==> src/sv/mini_mips8_instruction_execute_defines.svh <==
// Assertion macros used by the top-level RTL file. Both expect clk and rst_n in scope.
`ifndef MINI_MIPS8_INSTRUCTION_EXECUTE_DEFINES_SVH
`define MINI_MIPS8_INSTRUCTION_EXECUTE_DEFINES_SVH

// Same-cycle implication.
`define MM8_ASSERT_IMPL(label, ante, cons) \
  label: assert property (@(posedge clk) disable iff (!rst_n) (ante) |-> (cons)) \
    else $error("mm8 check failed");

// Next-cycle implication.
`define MM8_ASSERT_NEXT(label, ante, cons) \
  label: assert property (@(posedge clk) disable iff (!rst_n) (ante) |=> (cons)) \
    else $error("mm8 check failed");

`endif

==> src/sv/mm8_pkg.sv <==
package mm8_pkg;

  // Data memory depth, a power of two from 16 to 256.
  localparam int DataDepth = 256;
  localparam int MemAw     = $clog2(DataDepth);

  typedef enum logic [1:0] {
    HOST_EXEC   = 2'd0,
    HOST_MEM_WR = 2'd1,
    HOST_MEM_RD = 2'd2,
    HOST_REG_RD = 2'd3
  } host_op_t;

  localparam logic [3:0] OPC_RTYPE = 4'd0;
  localparam logic [3:0] OPC_JUMP  = 4'd2;
  localparam logic [3:0] OPC_ADDI  = 4'd4;
  localparam logic [3:0] OPC_BEQ   = 4'd8;
  localparam logic [3:0] OPC_LW    = 4'd11;
  localparam logic [3:0] OPC_SW    = 4'd15;

  localparam logic [2:0] FN_ADD = 3'd0;
  localparam logic [2:0] FN_SUB = 3'd2;
  localparam logic [2:0] FN_AND = 3'd4;
  localparam logic [2:0] FN_OR  = 3'd5;

  // Outcome of the execute stage for one item.
  typedef struct packed {
    logic [7:0]       next_pc;
    logic             reg_wr;
    logic [2:0]       dest;
    logic [7:0]       value;
    logic             load;          // value comes from the data memory read
    logic             mem_wr;
    logic [MemAw-1:0] mem_addr;
    logic [7:0]       mem_wdata;
    logic             mem_to_rdata;  // host read of the data memory
    logic             ovf;
    logic [7:0]       rdata;
  } exe_res_t;

  function automatic logic [MemAw-1:0] mem_index(input logic [7:0] addr);
    mem_index = addr[MemAw-1:0];
  endfunction

endpackage

==> src/sv/mm8_exe.sv <==
module mm8_exe (
  input  mm8_pkg::host_op_t host_op,
  input  logic [15:0]       instr,
  input  logic [7:0]        host_addr,
  input  logic [7:0]        host_data,
  input  logic [7:0]        pc,
  input  logic [7:0]        src_a,
  input  logic [7:0]        src_b,
  output mm8_pkg::exe_res_t res
);

  logic [3:0] opc;
  logic [2:0] rt;
  logic [2:0] rd;
  logic [2:0] funct;
  logic [8:0] simm;
  logic [8:0] a9;
  logic [8:0] b9;
  logic [8:0] sum_ab;
  logic [8:0] diff_ab;
  logic [8:0] sum_ai;
  logic [8:0] r_val;
  logic       r_chk;

  assign opc     = instr[15:12];
  assign rt      = instr[8:6];
  assign rd      = instr[5:3];
  assign funct   = instr[2:0];
  assign simm    = {{3{instr[5]}}, instr[5:0]};
  assign a9      = {src_a[7], src_a};
  assign b9      = {src_b[7], src_b};
  assign sum_ab  = a9 + b9;
  assign diff_ab = a9 - b9;
  assign sum_ai  = a9 + simm;

  always_comb begin
    r_chk = 1'b0;
    case (funct)
      mm8_pkg::FN_ADD: begin
        r_val = sum_ab;
        r_chk = 1'b1;
      end
      mm8_pkg::FN_SUB: begin
        r_val = diff_ab;
        r_chk = 1'b1;
      end
      mm8_pkg::FN_AND: r_val = {1'b0, src_a & src_b};
      mm8_pkg::FN_OR:  r_val = {1'b0, src_a | src_b};
      default:         r_val = 9'd0;
    endcase
  end

  always_comb begin
    res              = '0;
    res.next_pc      = pc;
    res.mem_addr     = mm8_pkg::mem_index(host_addr);
    res.mem_wdata    = host_data;
    case (host_op)
      mm8_pkg::HOST_MEM_WR: res.mem_wr = 1'b1;
      mm8_pkg::HOST_MEM_RD: res.mem_to_rdata = 1'b1;
      mm8_pkg::HOST_REG_RD: res.rdata = src_a;
      mm8_pkg::HOST_EXEC: begin
        res.next_pc = pc + 8'd1;
        case (opc)
          mm8_pkg::OPC_RTYPE: begin
            if (r_chk && (r_val[8] ^ r_val[7])) begin
              res.ovf = 1'b1;
            end else begin
              res.reg_wr = 1'b1;
              res.dest   = rd;
              res.value  = r_val[7:0];
            end
          end
          mm8_pkg::OPC_ADDI: begin
            if (sum_ai[8] ^ sum_ai[7]) begin
              res.ovf = 1'b1;
            end else begin
              res.reg_wr = 1'b1;
              res.dest   = rt;
              res.value  = sum_ai[7:0];
            end
          end
          mm8_pkg::OPC_LW: begin
            if (sum_ai[8] ^ sum_ai[7]) begin
              res.ovf = 1'b1;
            end else begin
              res.reg_wr   = 1'b1;
              res.dest     = rt;
              res.load     = 1'b1;
              res.mem_addr = mm8_pkg::mem_index(sum_ai[7:0]);
            end
          end
          mm8_pkg::OPC_SW: begin
            if (sum_ai[8] ^ sum_ai[7]) begin
              res.ovf = 1'b1;
            end else begin
              res.mem_wr    = 1'b1;
              res.mem_addr  = mm8_pkg::mem_index(sum_ai[7:0]);
              res.mem_wdata = src_b;
            end
          end
          mm8_pkg::OPC_BEQ: begin
            if (diff_ab[8] ^ diff_ab[7]) begin
              res.ovf = 1'b1;
            end else if (diff_ab == 9'd0) begin
              res.next_pc = pc + 8'd1 + simm[7:0];
            end
          end
          mm8_pkg::OPC_JUMP: res.next_pc = instr[7:0];
          default: ;
        endcase
      end
      default: ;
    endcase
  end

endmodule

==> src/sv/mini_mips8_instruction_execute.sv <==
// Channel  Direction  Handshake             Payload
// in_      input      in_valid / in_ready   op, instr_word, host_addr, host_data
// out_     output     out_valid / out_ready next_pc, reg_write_done, reg_dest,
//                                           reg_value, mem_write_done,
//                                           alu_overflow, read_data
//
// One item per cycle sustained while out_ready stays high; a result passes the read, memory and result registers.
// Stages: register file read (registered), execute plus data memory access, result register.
// The data memory port makes one access per cycle as an item leaves execute: a read, plus a write for a store.
// Reset clears the PC and the valid bits of both memories at once; no clearing pass.
// A stalled output holds every stage behind it; in_ready drops only when all stages are full.
`include "mini_mips8_instruction_execute_defines.svh"

module mini_mips8_instruction_execute (
  input  logic              clk,
  input  logic              rst_n,
  input  logic              in_valid,
  output logic              in_ready,
  input  logic [1:0]        in_op,
  input  logic [15:0]       in_instr_word,
  input  logic [7:0]        in_host_addr,
  input  logic signed [7:0] in_host_data,
  output logic              out_valid,
  input  logic              out_ready,
  output logic [7:0]        out_next_pc,
  output logic              out_reg_write_done,
  output logic [2:0]        out_reg_dest,
  output logic signed [7:0] out_reg_value,
  output logic              out_mem_write_done,
  output logic              out_alu_overflow,
  output logic signed [7:0] out_read_data
);

  // Register file and data memory.
  logic [7:0]                   rf_ram_r [8];
  logic [7:0]                   rf_vld_r;
  logic [7:0]                   dm_ram_r [mm8_pkg::DataDepth];
  logic [mm8_pkg::DataDepth-1:0] dm_vld_r;

  // Read stage.
  logic              s1_v_r, s1_v_nxt;
  mm8_pkg::host_op_t s1_op_r;
  logic [15:0]       s1_instr_r;
  logic [7:0]        s1_haddr_r;
  logic [7:0]        s1_hdata_r;
  logic [2:0]        s1_ia_r, s1_ib_r;
  logic [7:0]        rf_qa_r, rf_qb_r;
  logic [7:0]        pc_r;

  // Memory stage.
  logic              s2_v_r, s2_v_nxt;
  mm8_pkg::exe_res_t s2_res_r;
  logic [7:0]        mem_q_r;

  // Last register write, for forwarding.
  logic              w_v_r;
  logic [2:0]        w_dest_r;
  logic [7:0]        w_val_r;

  // Result register.
  logic              out_valid_r, out_valid_nxt;
  logic [7:0]        out_next_pc_r;
  logic              out_reg_write_r;
  logic [2:0]        out_reg_dest_r;
  logic [7:0]        out_reg_value_r;
  logic              out_mem_write_r;
  logic              out_ovf_r;
  logic [7:0]        out_rdata_r;

  logic              in_acc, s1_adv, s2_adv;
  mm8_pkg::host_op_t in_op_e;
  logic [2:0]        in_ia, in_ib;
  logic [7:0]        src_a, src_b;
  logic [7:0]        s2_val, s2_rdata;
  mm8_pkg::exe_res_t exe_res;

  assign s2_adv   = s2_v_r && (!out_valid_r || out_ready);
  assign s1_adv   = s1_v_r && (!s2_v_r || s2_adv);
  assign in_ready = !s1_v_r || s1_adv;
  assign in_acc   = in_valid && in_ready;

  assign in_op_e = mm8_pkg::host_op_t'(in_op);
  assign in_ia   = (in_op_e == mm8_pkg::HOST_REG_RD) ? in_host_addr[2:0] : in_instr_word[11:9];
  assign in_ib   = in_instr_word[8:6];

  assign s1_v_nxt      = in_acc ? 1'b1 : (s1_adv ? 1'b0 : s1_v_r);
  assign s2_v_nxt      = s1_adv ? 1'b1 : (s2_adv ? 1'b0 : s2_v_r);
  assign out_valid_nxt = s2_adv ? 1'b1 : (out_ready ? 1'b0 : out_valid_r);

  assign s2_val   = s2_res_r.load ? mem_q_r : s2_res_r.value;
  assign s2_rdata = s2_res_r.mem_to_rdata ? mem_q_r : s2_res_r.rdata;

  // Forward the item in the memory stage first, then the last completed write.
  always_comb begin
    if (s2_v_r && s2_res_r.reg_wr && (s2_res_r.dest == s1_ia_r)) begin
      src_a = s2_val;
    end else if (w_v_r && (w_dest_r == s1_ia_r)) begin
      src_a = w_val_r;
    end else begin
      src_a = rf_qa_r;
    end
    if (s2_v_r && s2_res_r.reg_wr && (s2_res_r.dest == s1_ib_r)) begin
      src_b = s2_val;
    end else if (w_v_r && (w_dest_r == s1_ib_r)) begin
      src_b = w_val_r;
    end else begin
      src_b = rf_qb_r;
    end
  end

  mm8_exe u_exe (
    .host_op   (s1_op_r),
    .instr     (s1_instr_r),
    .host_addr (s1_haddr_r),
    .host_data (s1_hdata_r),
    .pc        (pc_r),
    .src_a     (src_a),
    .src_b     (src_b),
    .res       (exe_res)
  );

  // Control state.
  always_ff @(posedge clk) begin
    if (!rst_n) begin
      s1_v_r      <= 1'b0;
      s2_v_r      <= 1'b0;
      out_valid_r <= 1'b0;
      w_v_r       <= 1'b0;
      pc_r        <= 8'd0;
      rf_vld_r    <= '0;
      dm_vld_r    <= '0;
    end else begin
      s1_v_r      <= s1_v_nxt;
      s2_v_r      <= s2_v_nxt;
      out_valid_r <= out_valid_nxt;
      if (s1_adv) begin
        pc_r <= exe_res.next_pc;
        if (exe_res.mem_wr) begin
          dm_vld_r[exe_res.mem_addr] <= 1'b1;
        end
      end
      if (s2_adv && s2_res_r.reg_wr) begin
        rf_vld_r[s2_res_r.dest] <= 1'b1;
        w_v_r                   <= 1'b1;
      end
    end
  end

  // Register file: two read ports at transfer, write as an item leaves the memory stage.
  always_ff @(posedge clk) begin
    if (in_acc) begin
      rf_qa_r <= rf_vld_r[in_ia] ? rf_ram_r[in_ia] : 8'd0;
      rf_qb_r <= rf_vld_r[in_ib] ? rf_ram_r[in_ib] : 8'd0;
    end
    if (s2_adv && s2_res_r.reg_wr) begin
      rf_ram_r[s2_res_r.dest] <= s2_val;
      w_dest_r                <= s2_res_r.dest;
      w_val_r                 <= s2_val;
    end
  end

  // Data memory: one access as an item leaves execute.
  always_ff @(posedge clk) begin
    if (s1_adv) begin
      if (exe_res.mem_wr) begin
        dm_ram_r[exe_res.mem_addr] <= exe_res.mem_wdata;
      end
      mem_q_r <= dm_vld_r[exe_res.mem_addr] ? dm_ram_r[exe_res.mem_addr] : 8'd0;
    end
  end

  // Stage payloads.
  always_ff @(posedge clk) begin
    if (in_acc) begin
      s1_op_r    <= in_op_e;
      s1_instr_r <= in_instr_word;
      s1_haddr_r <= in_host_addr;
      s1_hdata_r <= in_host_data;
      s1_ia_r    <= in_ia;
      s1_ib_r    <= in_ib;
    end
    if (s1_adv) begin
      s2_res_r <= exe_res;
    end
    if (s2_adv) begin
      out_next_pc_r   <= s2_res_r.next_pc;
      out_reg_write_r <= s2_res_r.reg_wr;
      out_reg_dest_r  <= s2_res_r.dest;
      out_reg_value_r <= s2_res_r.reg_wr ? s2_val : 8'd0;
      out_mem_write_r <= s2_res_r.mem_wr;
      out_ovf_r       <= s2_res_r.ovf;
      out_rdata_r     <= s2_rdata;
    end
  end

  assign out_valid          = out_valid_r;
  assign out_next_pc        = out_next_pc_r;
  assign out_reg_write_done = out_reg_write_r;
  assign out_reg_dest       = out_reg_dest_r;
  assign out_reg_value      = out_reg_value_r;
  assign out_mem_write_done = out_mem_write_r;
  assign out_alu_overflow   = out_ovf_r;
  assign out_read_data      = out_rdata_r;

  `MM8_ASSERT_IMPL(a_ovf_blocks_writes, out_valid_r && out_ovf_r, !out_reg_write_r && !out_mem_write_r)
  `MM8_ASSERT_IMPL(a_no_write_zero, out_valid_r && !out_reg_write_r, out_reg_dest_r == 3'd0 && out_reg_value_r == 8'd0)
  `MM8_ASSERT_NEXT(a_host_keeps_pc, s1_adv && s1_op_r != mm8_pkg::HOST_EXEC, pc_r == $past(pc_r))
  `MM8_ASSERT_NEXT(a_fwd_tracks_write, s2_adv && s2_res_r.reg_wr, w_v_r && w_dest_r == $past(s2_res_r.dest))

endmodule

==> config.mk <==
export PLATFORM = sky130hd
export DESIGN_NAME = mini_mips8_instruction_execute
export DESIGN_NICKNAME = d
export VERILOG_FILES = /design/src/sv/mm8_pkg.sv /design/src/sv/mm8_exe.sv /design/src/sv/mini_mips8_instruction_execute.sv
export VERILOG_INCLUDE_DIRS = /design/src /design/src/sv
export SDC_FILE = /design/constraint.sdc
export NUM_CORES = 2
export LEC_CHECK = 0
export BUFFER_PORTS_ARGS = -buffer_cell sky130_fd_sc_hd__buf_2
export CELL_PAD_IN_SITES_DETAIL_PLACEMENT = 0
export CELL_PAD_IN_SITES_GLOBAL_PLACEMENT = 2
export CORE_MARGIN = 10
export CORE_UTILIZATION = 34
export CTS_CLUSTER_DIAMETER = 80
export CTS_CLUSTER_SIZE = 30
export DETAILED_ROUTE_END_ITERATION = 6
export HOLD_SLACK_MARGIN = 0.02
export PLACE_DENSITY = 0.64
export RECOVER_POWER = 100
export SYNTH_ARGS = -nofsm -noshare
export SYNTH_HDL_FRONTEND = slang
export SYNTH_HIERARCHICAL = 1
export SYNTH_SLANG_ARGS = --single-unit
==> constraint.sdc <==
create_clock -name clk -period 49.6 [get_ports clk]
set_clock_uncertainty 0.15 [all_clocks]
set_input_delay 4.96 -clock clk [delete_from_list [all_inputs] [get_ports clk]]
set_output_delay 4.96 -clock clk [all_outputs]
set_load 0.03 [all_outputs]
==> impl_metrics.yaml <==
cts:
  cts_root_buffer: "sky130_fd_sc_hd__clkbuf_16"
  cts.sink_count: 2519
  clk_pin_slew_ns: 0.11
  tritoncts_clock_tree: "built"
  cts_max_path_buffers: 3
  h_tree_level_count: 3
  post_cts_setup_bufs: 0
  cts_buffers: 114
  hold_buffers: 0
  insertion_delay_ns: 0.85
  postCtsResizedCells: 0
cells_and_area:
  area_growth_pct: 8.70
  layout-drive-gt1-share_pct: 17.9
  final_area_um2: 107000
  nets: 5270
  layout.cells.most_common: "sky130_fd_sc_hd__edfxtp_1"
  postLayoutCoreUtil_pct: 37.2
  layout.cells.most_common_list: "sky130_fd_sc_hd__edfxtp_1, sky130_fd_sc_hd__mux4_2, sky130_fd_sc_hd__nor2_1"
timing:
  tightestPinTransition_ns: 9.67
  final.setup.tns_ns: 0
  rsz0062_at_grt: "false"
  max_freq_mhz: 60.9
  hold_viol: 0
  slew_headroom_pct: -545
  final_min_period_over_clock_period_pct: 33.1
  holdWs_ns: 0.280
  count_of_final_max_slew_check_failures: 2810
  finalSetupViolations: 0
  final.min_clock_period_ns: 16.42
die:
  boundaryPins: 70
  fp.dieW_um: 559
  dieHeight_um: 559
  initial_utilization_pct: 34.2
  fp-row-count: 197
  core_um2: 289000
  dieArea_um2: 313000
critical_path:
  slowest_stage: "sky130_fd_sc_hd__nand3_1"
  critical_path.endpoint_type: "flip-flop"
  ff2ff_setup_slack_ns: 33.18
  crit_arrival_ns: 16.73
  timing.critical_path.slowest_cell_delay_ns: 2.96
  rr_endpoint: "dm_ram_r[190][4]"
  crit-reg2reg-launch: "w_dest_r[0]"
  worst_setup_path_startpoint: "w_dest_r[0]"
  worst_ep_required_time_ns: 49.91
  worst_setup_path_start_kind: "flip-flop"
  timing.critical_path.fanout_max: 45
  reg2regPathDepth: 21
  critical_path_class: "reg2reg"
  cells_along_the_critical_path: "xnor2_1 > nand4_1 > mux2i_1 > o21ai_0 > inv_1 > fa_1 > nor2b_1 > o21ai_0 > a21oi_1 > o21a_1 > nor2_1 > nand2b_1 > a31o_2 > ha_1 > or3_1 > o21ai_0 > clkbuf_1 > clkbuf_1 > clkbuf_1 > nand3_1 > nor2_1"
global_route:
  grt_busiest_layer: "met2"
  grt_pass1_vias: 49900
  grt_start_max_net_pins: 196
  grt.met3_usage_pct: 2.55
  antenna_found_initial: 11
  first_pass_grt_wire_length_um: 376000
  grt_remaining_overflow: 0
  grt_use_total_pct: 16.2
  met1_demand_to_capacity_share_in_global_routing_pct: 23.1
  gr-usage-met2_pct: 26.0
place:
  post_dp_cell_area_um2: 104000
  post-dp-hpwl_um: 159000
  place_congestion: 0.797
  portBuffers: 69
run_status:
  failed_checks: "max-capacitance violations, max-slew violations"
  status: "finished, violations left"
yosys:
  synthesis.nets: 5262
  avgSynthCellArea_um2: 19.1
  ys.warnings.count: 6
  postSynthCellCount: 5176
  synthesis.area_um2: 98900
hold_path:
  worstHoldEndpoint: "out_next_pc[7]"
  worstHoldStart: "s2_res_r[47]"
  min_path_type: "reg2reg"
  worst_hold_path.num_cells: 0
drt:
  number_of_vias_after_detailed_routing: 49400
  drt_wl_total_um: 262000
  routedWlPerCell_um: 28.6
  detail_route.iter0.violations: 4974
  drcViolationCount: 0
  post_drt_via_cell_ratio: 5.39
  drt_pre_antenna_iters: 6
  final_antenna_net_count: 0
power_and_ir_drop:
  p_leak_nw: 32.4
  vdd_drop_max_uv: 31.6
  report.power.total_mw: 3.80
  powerDensity_nw_per_um2: 35.3
flow_run:
  max_cap_viol_count: 50
[how the worst max path moves through the flow]
| stage | endpoint | cells after the start |
|---|---|---|
| 5_1_grt | dm_ram_r[17][3] | 22 |
| 3_3_place_gp | mem_q_r[5] | 28 |
| 4_1_cts | mem_q_r[7] | 28 |
| 6_report | dm_ram_r[190][4] | 21 |
| 2_1_floorplan | dm_ram_r[0][0] | 22 |
| 3_5_place_dp | mem_q_r[7] | 28 |
[worst max-delay path: cells and delay by family (launching register included)]
| kind | cells | cell delay (ns) |
|---|---|---|
| AOI/OAI and AO/OA | 6 | 1.61 |
| xor gates and xnor gates | 1 | 0.22 |
| adders and majority gates | 2 | 0.86 |
| buffers and inverters | 4 | 6.35 |
| DFF | 1 | 0.44 |
| muxes | 1 | 0.26 |
| and+or+nand+nor | 7 | 6.00 |
[metrics by stage]
step / instances / worst slack (ns)
global route: 9167 / 31.95
CTS: 9166 / 37.74
detailed placement: 8948 / 37.76
global placement: 8942 / 37.52
finish: 9168 / 33.18
floorplan: 5176 / 32.62
[metal layers]
metal	share of wire, %	up-vias
met4	2.4	7
met3	5.8	243
met2	47	1325
li1	-	21100
met5	0.079	-
met1	45	26800
[flip-flops by register name, indices dropped and copies added, names as in the netlist, 8 cells and up]
signal and count:
dm_ram_r 2048, dm_vld_r 256, mem_q_r 8, out_next_pc 8, out_read_data 8, out_reg_value 8
pc_r 8, rf_qa_r 8, rf_qb_r 8, rf_ram_r 64, rf_vld_r 8, s1_haddr_r 8
s1_hdata_r 8, s1_instr_r 13, s2_res_r 32, w_val_r 8
[area by class of cell]
| class | instances | area [um^2] |
|---|---|---|
| tap | 3880 | 4850 |
| inverter | 54 | 203 |
| clock inverter | 72 | 887 |
| multi-input combinational | 2286 | 24400 |
| timing repair buffer | 209 | 1160 |
| fill | 26700 | 181000 |
| antenna | 2 | 5.00 |
| clock buffer | 146 | 3100 |
| sequential | 2519 | 72900 |
[report_power, final]
part           switching [mW]  internal, mW
clock network           0.717         0.487
registers             0.00564          2.32
logic                   0.175        0.0861
Note: power is estimated with default switching activity, not from simulation.
